### config.mk
export PLATFORM = sky130hd
export DESIGN_NAME = escape_time_fractal_point
export DESIGN_NICKNAME = d
export VERILOG_FILES = /design/src/rtl/etfp_pkg.sv /design/src/rtl/etfp_mul.sv /design/src/rtl/etfp_shade.sv /design/src/rtl/escape_time_fractal_point.sv
export SDC_FILE = /design/constraint.sdc
export NUM_CORES = 2
export LEC_CHECK = 0
export ABC_AREA = 1
export ABC_CLOCK_PERIOD_IN_PS = 12100
export BUFFER_PORTS_ARGS = -buffer_cell sky130_fd_sc_hd__buf_2
export CAP_MARGIN = 10
export CORE_MARGIN = 2
export CORE_UTILIZATION = 40
export DETAILED_ROUTE_END_ITERATION = 7
export SYNTH_ARGS = -nofsm -noshare
export SYNTH_HDL_FRONTEND = slang
export SYNTH_SLANG_ARGS = --single-unit
export TNS_END_PERCENT = 30
### constraint.sdc
create_clock -name clk -period 12.1 [get_ports clk]
set_input_delay 1.21 -clock clk [delete_from_list [all_inputs] [get_ports clk]]
set_output_delay 1.21 -clock clk [all_outputs]
set_load 0.05 [all_outputs]
### src/rtl/etfp_pkg.sv
package etfp_pkg;

  // Fixed-point format of coordinates and of the iterate z.
  localparam int FRAC_BITS = 28;
  localparam int COORD_W   = 31;
  localparam int PROD_W    = 2 * COORD_W;

  // Update values before range check: the squared difference shifted down,
  // or the cross product shifted by one less, plus a constant.
  localparam int UPD_W = PROD_W - FRAC_BITS + 2;

  // Iteration count and shade.
  localparam int COUNT_W      = 16;
  localparam int SHADE_LEVELS = 13;
  localparam int SHADE_W      = $clog2(SHADE_LEVELS);
  localparam int SHADE_STEP_W = $clog2(SHADE_W);
  localparam int REM_W        = COUNT_W + SHADE_W;

  localparam logic [SHADE_W-1:0] SHADE_TOP = SHADE_W'(SHADE_LEVELS - 1);

  // |z|^2 is compared against 4.0, that is 2^(2*FRAC_BITS + 2).
  localparam logic signed [PROD_W-1:0] ESC_LIMIT =
    PROD_W'(64'sd1 <<< (2 * FRAC_BITS + 2));

  // A component above 2.0 in magnitude escapes on its own square.
  localparam logic signed [UPD_W-1:0] Z_BOUND = UPD_W'(64'sd1 <<< (FRAC_BITS + 1));

  localparam int CFG_IDX_W  = 2;
  localparam int CFG_DATA_W = COORD_W;

  typedef enum logic [CFG_IDX_W-1:0] {
    REG_MODE,
    REG_JULIA_RE,
    REG_JULIA_IM,
    REG_ITER_LIMIT
  } cfg_reg_e;

  typedef enum logic [2:0] {
    ST_IDLE,
    ST_SQ_RE,
    ST_SQ_IM,
    ST_CHECK,
    ST_UPDATE,
    ST_SHADE,
    ST_OUT
  } state_t;

  localparam int IN_DATA_W  = 64;
  localparam int OUT_DATA_W = 24;

  typedef struct packed {
    logic [IN_DATA_W-2*COORD_W-1:0] pad;
    logic signed [COORD_W-1:0]      point_im;
    logic signed [COORD_W-1:0]      point_re;
  } in_item_t;

  typedef struct packed {
    logic [OUT_DATA_W-SHADE_W-COUNT_W-2:0] pad;
    logic [SHADE_W-1:0]                    shade_level;
    logic [COUNT_W-1:0]                    escape_count;
    logic                                  in_set;
  } out_item_t;

endpackage

### src/rtl/etfp_mul.sv
module etfp_mul (
  input  logic                                 clk,
  input  logic signed [etfp_pkg::COORD_W-1:0]  a,
  input  logic signed [etfp_pkg::COORD_W-1:0]  b,
  output logic signed [etfp_pkg::PROD_W-1:0]   prod
);
  import etfp_pkg::*;

  // Exact signed product, registered before anyone uses it.
  always_ff @(posedge clk) begin
    prod <= PROD_W'(a) * PROD_W'(b);
  end

endmodule

### src/rtl/etfp_shade.sv
module etfp_shade (
  input  logic                              clk,
  input  logic                              rst,
  input  logic                              start,
  input  logic [etfp_pkg::COUNT_W-1:0]      count,
  input  logic [etfp_pkg::COUNT_W-1:0]      iter_limit,
  output logic                              done,
  output logic [etfp_pkg::SHADE_W-1:0]      quot
);
  import etfp_pkg::*;

  logic                    busy;
  logic [SHADE_STEP_W-1:0] step;
  logic [REM_W-1:0]        rem;
  logic [REM_W-1:0]        trial;

  // Restoring division of count*(levels-1) by the limit, one quotient bit
  // per cycle, most significant first. The quotient never reaches 2^SHADE_W.
  assign trial = REM_W'(iter_limit) << step;

  always_ff @(posedge clk) begin
    if (rst) begin
      busy <= 1'b0;
      done <= 1'b0;
    end else begin
      done <= busy && (step == '0);
      if (start) begin
        busy <= 1'b1;
      end else if (busy && (step == '0)) begin
        busy <= 1'b0;
      end
    end
  end

  always_ff @(posedge clk) begin
    if (start) begin
      rem  <= REM_W'(count) * REM_W'(SHADE_TOP);
      step <= SHADE_STEP_W'(SHADE_W - 1);
      quot <= '0;
    end else if (busy) begin
      if (rem >= trial) begin
        rem        <= rem - trial;
        quot[step] <= 1'b1;
      end
      step <= step - 1'b1;
    end
  end

endmodule

### src/rtl/escape_time_fractal_point.sv
// Escape-time test of one complex point for the Mandelbrot or Julia set.
// Input items arrive on the s_tvalid/s_tready/s_tdata channel and carry the
// point in signed Q3.28. Result items leave on m_tvalid/m_tready/m_tdata and
// carry the in-set flag, the escape count and a shade level from 0 to 12.
// The configuration port (cfg_we, cfg_index, cfg_data) sets the mode, the
// Julia constant and the iteration limit; write it only while no item is
// in flight.
// One item occupies the block from acceptance to result. Every iteration
// runs through ST_SQ_RE, ST_SQ_IM, ST_CHECK and ST_UPDATE, since the single
// 31x31 multiplier is used three times per step (real square, imaginary
// square, cross product) plus an update state. An escaping point also passes
// through the shade divider before its result is ready. s_tready is high only
// while the sequencer is idle. The result sits in an output register, so the
// next item is taken while a result still waits; if the receiver stalls, the
// finished next result waits inside until the output register is free.
// Reset (rst, synchronous) returns the sequencer to idle, drops m_tvalid and
// restores the registers to Mandelbrot mode, a zero Julia constant and a
// limit of 30.
module escape_time_fractal_point (
  input  logic                                 clk,
  input  logic                                 rst,
  input  logic                                 s_tvalid,
  output logic                                 s_tready,
  // point_re [30:0], point_im [61:31], zero [63:62]
  input  logic [etfp_pkg::IN_DATA_W-1:0]       s_tdata,
  output logic                                 m_tvalid,
  input  logic                                 m_tready,
  // in_set [0], escape_count [16:1], shade_level [20:17], zero [23:21]
  output logic [etfp_pkg::OUT_DATA_W-1:0]      m_tdata,
  input  logic                                 cfg_we,
  input  logic [etfp_pkg::CFG_IDX_W-1:0]       cfg_index,
  input  logic [etfp_pkg::CFG_DATA_W-1:0]      cfg_data
);
  import etfp_pkg::*;

  // Configuration registers.
  logic                       mode;
  logic signed [COORD_W-1:0]  julia_re;
  logic signed [COORD_W-1:0]  julia_im;
  logic [COUNT_W-1:0]         iter_limit;

  // Iteration state.
  state_t                     state, state_next;
  in_item_t                   in_item;
  logic signed [COORD_W-1:0]  z_re, z_im, c_re, c_im;
  logic [COUNT_W-1:0]         iter;
  logic                       big;
  logic signed [PROD_W-1:0]   sq_re, sq_im;

  // Result being assembled and the output register.
  logic                       res_in_set;
  logic [COUNT_W-1:0]         res_count;
  logic [SHADE_W-1:0]         res_shade;
  out_item_t                  out_reg;

  // Shared multiplier.
  logic signed [COORD_W-1:0]  mul_a, mul_b;
  logic signed [PROD_W-1:0]   prod;

  logic signed [PROD_W-1:0]   sum_sq;
  logic signed [PROD_W-1:0]   diff_sq;
  logic signed [UPD_W-1:0]    nr, ni;
  logic                       escape_now, at_max, out_load, div_start, div_done;
  logic [SHADE_W-1:0]         div_quot;

  assign in_item  = in_item_t'(s_tdata);
  assign s_tready = (state == ST_IDLE);
  assign m_tdata  = OUT_DATA_W'(out_reg);

  always_ff @(posedge clk) begin
    if (rst) begin
      mode       <= 1'b0;
      julia_re   <= '0;
      julia_im   <= '0;
      iter_limit <= COUNT_W'(30);
    end else if (cfg_we) begin
      unique case (cfg_reg_e'(cfg_index))
        REG_MODE:       mode       <= cfg_data[0];
        REG_JULIA_RE:   julia_re   <= cfg_data;
        REG_JULIA_IM:   julia_im   <= cfg_data;
        REG_ITER_LIMIT: iter_limit <= cfg_data[COUNT_W-1:0];
      endcase
    end
  end

  // The multiplier sees z_re*z_re, then z_im*z_im, then z_re*z_im.
  always_comb begin
    unique case (state)
      ST_SQ_IM: begin
        mul_a = z_im;
        mul_b = z_im;
      end
      ST_CHECK: begin
        mul_a = z_re;
        mul_b = z_im;
      end
      default: begin
        mul_a = z_re;
        mul_b = z_re;
      end
    endcase
  end

  etfp_mul u_mul (
    .clk  (clk),
    .a    (mul_a),
    .b    (mul_b),
    .prod (prod)
  );

  // In the check cycle the imaginary square is on the multiplier output.
  // The current z is the result of step iter-1; before the first step there
  // is nothing to test. A component that left the range already escaped.
  assign sum_sq     = sq_re + prod;
  assign escape_now = (iter != '0) && (big || (sum_sq > ESC_LIMIT));
  assign at_max     = (iter == iter_limit);

  // Update: floor division by 2^FRAC_BITS is the arithmetic shift, taken as
  // a part-select; the cross product is doubled by shifting one less.
  assign diff_sq = sq_re - sq_im;
  assign nr = UPD_W'($signed(diff_sq[PROD_W-1:FRAC_BITS])) + UPD_W'(c_re);
  assign ni = UPD_W'($signed(prod[PROD_W-1:FRAC_BITS-1])) + UPD_W'(c_im);

  always_ff @(posedge clk) begin
    if (rst) begin
      state <= ST_IDLE;
    end else begin
      state <= state_next;
    end
  end

  always_comb begin
    state_next = state;
    div_start  = 1'b0;
    out_load   = 1'b0;
    unique case (state)
      ST_IDLE: begin
        if (s_tvalid) begin
          state_next = ST_SQ_RE;
        end
      end
      ST_SQ_RE:  state_next = ST_SQ_IM;
      ST_SQ_IM:  state_next = ST_CHECK;
      ST_CHECK: begin
        if (escape_now) begin
          div_start  = 1'b1;
          state_next = ST_SHADE;
        end else if (at_max) begin
          state_next = ST_OUT;
        end else begin
          state_next = ST_UPDATE;
        end
      end
      ST_UPDATE: state_next = ST_SQ_RE;
      ST_SHADE: begin
        if (div_done) begin
          state_next = ST_OUT;
        end
      end
      ST_OUT: begin
        if (!m_tvalid || m_tready) begin
          out_load   = 1'b1;
          state_next = ST_IDLE;
        end
      end
      default:   state_next = ST_IDLE;
    endcase
  end

  always_ff @(posedge clk) begin
    if (s_tvalid && s_tready) begin
      iter <= '0;
      big  <= 1'b0;
      if (mode) begin
        z_re <= in_item.point_re;
        z_im <= in_item.point_im;
        c_re <= julia_re;
        c_im <= julia_im;
      end else begin
        z_re <= '0;
        z_im <= '0;
        c_re <= in_item.point_re;
        c_im <= in_item.point_im;
      end
    end
    unique case (state)
      ST_SQ_IM: sq_re <= prod;
      ST_CHECK: begin
        sq_im <= prod;
        if (escape_now) begin
          res_in_set <= 1'b0;
          res_count  <= iter - 1'b1;
        end else if (at_max) begin
          res_in_set <= 1'b1;
          res_count  <= iter_limit;
          res_shade  <= SHADE_TOP;
        end
      end
      ST_UPDATE: begin
        z_re <= nr[COORD_W-1:0];
        z_im <= ni[COORD_W-1:0];
        big  <= (nr > Z_BOUND) || (nr < -Z_BOUND) || (ni > Z_BOUND) || (ni < -Z_BOUND);
        iter <= iter + 1'b1;
      end
      ST_SHADE: begin
        if (div_done) begin
          res_shade <= div_quot;
        end
      end
      default: begin
      end
    endcase
  end

  etfp_shade u_shade (
    .clk        (clk),
    .rst        (rst),
    .start      (div_start),
    .count      (iter - 1'b1),
    .iter_limit (iter_limit),
    .done       (div_done),
    .quot       (div_quot)
  );

  always_ff @(posedge clk) begin
    if (rst) begin
      m_tvalid <= 1'b0;
    end else if (out_load) begin
      m_tvalid <= 1'b1;
    end else if (m_tready) begin
      m_tvalid <= 1'b0;
    end
  end

  always_ff @(posedge clk) begin
    if (out_load) begin
      out_reg.pad          <= '0;
      out_reg.shade_level  <= res_shade;
      out_reg.escape_count <= res_count;
      out_reg.in_set       <= res_in_set;
    end
  end

`ifndef ASSERT_OFF
  a_accept_starts: assert property (@(posedge clk) disable iff (rst)
    (s_tvalid && s_tready) |=> (state == ST_SQ_RE))
    else $error("accepted item did not start the iteration");

  a_iter_bound: assert property (@(posedge clk) disable iff (rst)
    (state != ST_IDLE) |-> (iter <= iter_limit))
    else $error("iteration count ran past the limit");

  a_in_set_shade: assert property (@(posedge clk) disable iff (rst)
    (m_tvalid && out_reg.in_set) |->
      (out_reg.shade_level == SHADE_TOP) && (out_reg.escape_count == iter_limit))
    else $error("in-set result with wrong count or shade");

  a_escaped_range: assert property (@(posedge clk) disable iff (rst)
    (m_tvalid && !out_reg.in_set) |->
      (out_reg.escape_count < iter_limit) && (out_reg.shade_level < SHADE_TOP))
    else $error("escaped result out of range");
`endif

endmodule

## Word-level counts from Yosys, hierarchy flattened

Cells that the tools add are included.

| storage, ports and cells | value |
|---|---|
| output and inout port bits | 26 |
| flip-flop bits (word level) | 480 |
| logic and storage cells | 133 |

| operators by class | value |
|---|---|
| bitwise logic cells | 1 |
| reductions and logical operators | 31 |
| multipliers | 2 |
| shift operators | 1 |
| equal/unequal tests | 15 |
| multiplexer cells | 40 |
| add/subtract/negate cells | 8 |
| $lt $le $gt $ge | 8 |

Operators by type and width:

| operator | number |
|---|---|
| 2-to-1 mux 31 bit | 10 |
| 2-to-1 mux 16 bit | 4 |
| adder 62 bit | 1 |
| > comparator 62 x 60 -> 1 bit, second input constant | 1 |
| multiplier 31 x 31 -> 62 bit | 1 |
| subtractor 62 bit | 1 |
| 2-to-1 mux 20 bit | 3 |
| adder 35 x 31 -> 36 bit | 1 |
| > comparator 36 x 31 -> 1 bit, second input constant | 1 |
| < comparator 36 x 30 -> 1 bit, second input constant | 1 |
| adder 34 x 31 -> 35 bit | 1 |
| > comparator 35 x 31 -> 1 bit, second input constant | 1 |
| < comparator 35 x 30 -> 1 bit, second input constant | 1 |
| case mux 3 bit (7 select lines) | 1 |
| >= comparator 20 bit | 1 |
| left shift 16 x 2 -> 20 bit | 1 |
| subtractor 20 bit | 1 |
| multiplier 16 x 2 -> 18 bit, second input constant | 1 |
| adder 16 x 1 -> 16 bit, second input constant | 1 |
| equality test 16 bit | 1 |
| nonzero test 16 bit | 1 |
| subtractor 16 x 1 -> 16 bit, second input constant | 1 |
| AND reduction 2 bit | 7 |
| nonzero test 2 bit | 7 |
| other kinds (25) | 56 |

## Logic depth before layout (Yosys ltp)

| depth | value |
|---|---|
| depth in word-level cells | 8 |
| depth in mapped cells | 43 |

## Modules after synthesis

A second synthesis with hierarchy kept.

| second synthesis, totals | value |
|---|---|
| cell total of the unflattened synthesis | 9662 |
| area total of the unflattened synthesis | 71242.1 µm² |

By module, submodules not included:

| module | cells each | sequential area each (µm²) | area an instance (µm²) | instances |
|---|---|---|---|---|
| etfp_mul | 4879 | 1241.2 | 38180.4 | 1 |
| escape_time_fractal_point | 4170 | 10880.4 | 29296.8 | 1 |
| etfp_shade | 613 | 740.7 | 3764.9 | 1 |

## Worst setup path before layout

Ideal clock, no wire load.

| timing | value |
|---|---|
| kind | flip-flop to flip-flop |
| from | register state[1] |
| to | register u_mul.prod[58] (netlist bit) |
| arrival time | 9842 ps |
| data required time | 11978 ps |
| cell stages (with the launch flop) | 41 |
| buffers on the path | 2 |
| library setup time | 122 ps |
| path slack | 2136 ps |
| cell sequence | dfxtp_1 -> inv_1 -> nor2_1 -> inv_2 -> nor2_2 -> clkbuf_1 -> o21ai_1 -> inv_1 -> clkbuf_1 -> nand2_1 -> fa_1 -> inv_1 -> fa_1 -> fa_1 -> inv_1 -> fa_1 -> inv_1 -> fa_1 -> (+5 left out) -> fa_1 -> inv_1 -> ha_1 -> a21oi_1 -> inv_1 -> nor2_1 -> nand2_1 -> nand3_1 -> nand2_1 -> o21ai_0 -> nand2_1 -> a21oi_1 -> inv_1 -> nand4_1 -> o311ai_0 -> nand2_1 -> nand3_1 -> xor2_1 |

| on the way | value |
|---|---|
| longest elaborated chain between the ends | 4 |
| elaborated cells between the ends (all ways) | 6 |

RTL lines:

| what | RTL line | text |
|---|---|---|
| from (decl) | escape_time_fractal_point.sv:43 | `state_t state, state_next;` |
| from (signal assigned) | escape_time_fractal_point.sv:128 | `state <= state_next;` |
| equality test 3 x 2 -> 1 bit | escape_time_fractal_point.sv:88 | `unique case (state)` |
| OR reduction 2 bit (no line) | -- |  |
| 2-to-1 mux 31 bit | escape_time_fractal_point.sv:88 |  |
| multiplier 31 x 31 -> 62 bit * | etfp_mul.sv:11 | `prod <= PROD_W'(a) * PROD_W'(b);` |
| to (signal assigned) | etfp_mul.sv:11 |  |
| to (decl) | etfp_mul.sv:5 | `output logic signed [etfp_pkg::PROD_W-1:0] prod` |

Mark *: on every way between the ends. The rest lies on a longest branch, timed or not.
A chain may end at the register's enable or synchronous reset.

## Worst setup path after layout

| timing | value |
|---|---|
| from | register state[1] |
| to | register u_mul.prod[59] (netlist bit) |

The elaborated chain is that of the path after synthesis.

==> results.yml <==
outcome:
  status: "complete, no violations"
detailed_routing:
  ant_nets: 0
  routed_wirelength_um: 233000
  first_pass_iters: 7
  routedWlPerCell_um: 21.8
  dr_total_vias: 56700
  drt_iter0_drc: 4967
  drcViolationCount: 0
  via_per_inst: 5.30
yosys:
  synthTopCellsByArea: "fa_1, edfxtp_1, inv_1, nand2_1, ha_1"
  yosys.area.top_type: "fa_1"
  yosysWarningCount: 0
  yosys_register_bits: 480
  avgSynthCellArea_um2: 7.96
  yosysMostFrequentCell: "inv_1"
  synth-edff-count: 325
  synth.distinct_cells: 66
  netlist.area_leader.share: 0.307
  netlist_instances: 8388
  synth_common_cells: "inv_1, nand2_1, fa_1"
  seq_area_frac_synth: 0.193
  async_reset_ff_frac: 0
  synthFlopType: "edfxtp_1"
  syn-cell-area_um2: 66700
place:
  place_ws_ps: 1560
  hpwl_um: 189000
  gp_congestion: 1.00
  port_buffers: 122
clock_tree:
  h-tree-depth: 2
  cts_tree: "done"
  cts_resized: 0
  cts_made_buffers: 50
  clkTransAtPathRegs_ps: 60
  clock_path_buffers: 3
  ctsHoldBuffers: 0
  clk_latency_ps: 670
  cts-root-buf: "clkbuf_16"
  postCtsSetupRepairBufs: 0
  numClockSinks: 480
floorplanning:
  fp-row-count: 149
  coreArea_um2: 165000
  io_pins: 128
  start_util: 0.404
  die_y_um: 412
  design.die.area_um2: 170000
  die_w_um: 412
setup_path:
  reg2reg_to: "u_mul.prod[59]"
  critPathLaunchType: "flip-flop"
  cp-end-kind: "flip-flop"
  path_class: "reg2reg"
  reg2reg_slack_ps: 1440
  cp_common_cell: "inv_1"
  cp_slowest_stage_delay_ps: 890
  required_ps: 12640
  slowest_stage: "fa_1"
  cp_data_arrival_time_ps: 11190
  rr_worst_depth: 35
  path_max_fanout: 27
  r2r-start: "state[1]"
  endpoint: "u_mul.prod[59]"
  critPathLaunch: "state[1]"
timing:
  worstMarginPinSlew_ps: 1390
  grt_setup_unrepaired: "no"
  slew_violations: 0
  max_clock_freq_ghz: 0.0938
  tns_ps: 0
  relSlewSlack: 0.0718
  setup_viol: 0
  finalHoldViolations: 0
  period_share: 0.881
  worst_slack_ps: 1440
  skew_ps: 72.7
  min_period_ps: 10660
grt:
  track_usage: 0.274
  grt_antenna_before_repair: 12
  grt_overflow: 0
  grt_max_degree: 94
  grt_pass1_wl_um: 351000
  grt_pass1_vias: 57500
run:
  cap_violations: 0
layout:
  fin_nets: 10000
  drive_above_1_share: 0.0557
  syn2layout_area_growth_pct: 8.11
min_path:
  hp-class: "reg2reg"
[worst min-delay path by stage]
| stage | from | end | slack (ps) | cells after the start |
|---|---|---|---|---|
| floorplan | res_in_set | m_tdata[0] | 400 | 0 |
| detailed placement | res_shade[3] | m_tdata[20] | 410 | 0 |
| global placement | res_count[5] | m_tdata[6] | 400 | 0 |
| global route | res_count[11] | m_tdata[12] | 420 | 0 |
| finish | res_shade[2] | m_tdata[19] | 420 | 0 |
| CTS | res_shade[2] | m_tdata[19] | 420 | 0 |
[state kept, by name, indices dropped and copies added (netlist names), 16 cells and up]
name,count
c_im,31
c_re,31
m_tdata,21
z_re,31
iter_limit,16
res_count,16
sq_im,62
u_mul.prod,62
u_shade.rem,20
sq_re,62
iter,16
julia_re,31
z_im,31
julia_im,31
[worst max-delay path, delay by kind of cell (launching register included)]
family,cells,cell delay [ps]
xor gates and xnor gates,1,150
and+or+nand+nor,9,1520
DFF,1,350
AOI/OAI and AO/OA,3,910
adders and majority gates,9,4900
buffers and inverters,13,2640
[per-stage QoR]
stage | util | cells | area (um2) | hold WS (ps)
after floorplan | - | 8390 | 66800 | 400
after global placement | 0.425 | 10600 | 70200 | 404
after detailed placement | 0.425 | 10600 | 70200 | 406
after CTS | 0.436 | 10700 | 72100 | 423
after global routing | 0.436 | 10700 | 72100 | 423
final | 0.436 | 10700 | 72200 | 420
[area by class of cell]
| type | instances | area [um2] |
|---|---|---|
| clock inverters | 29 | 428 |
| diodes | 7 | 17.5 |
| fillers | 16700 | 93200 |
| repair buffers | 236 | 1480 |
| well taps | 2189 | 2740 |
| inverters | 1865 | 7000 |
| flip-flops and latches | 480 | 12900 |
| multi-input cells | 5832 | 46200 |
| clock buffers | 65 | 1450 |
[layout by cell type, fill, tap and decap left out, types with 128 or more instances in the layout]
cell type / instances
fa_1: 1023
a21oi_1: 347
ha_1: 413
edfxtp_1: 325
nor2_1: 1005
o21ai_0: 355
nand3_1: 165
inv_1: 1820
dfxtp_1: 154
xor2_1: 128
nand2_1: 1717
[per-layer routing]
| metal | GRT usage | wire [um] | up-vias |
|---|---|---|---|
| met5 | 0 | 34 | - |
| met4 | 0.111 | 11400 | 6 |
| met3 | 0.0503 | 19200 | 539 |
| met2 | 0.439 | 106000 | 2244 |
| met1 | 0.365 | 96400 | 28100 |
| li1 | - | - | 25800 |
[cells by family after synthesis]
family	synth area share
AO/OA/AOI/OAI	0.0843
XOR/XNOR	0.0303
adder cells (fa/ha/maj)	0.384
buffers and inverters	0.118
flip-flops	0.193
multiplexers	0.000450
other	0.0000562
AND/OR/NAND/NOR	0.190
Power is not shown: default switching activity piles up to over one toggle a cycle in this logic, so the estimate is an artifact.
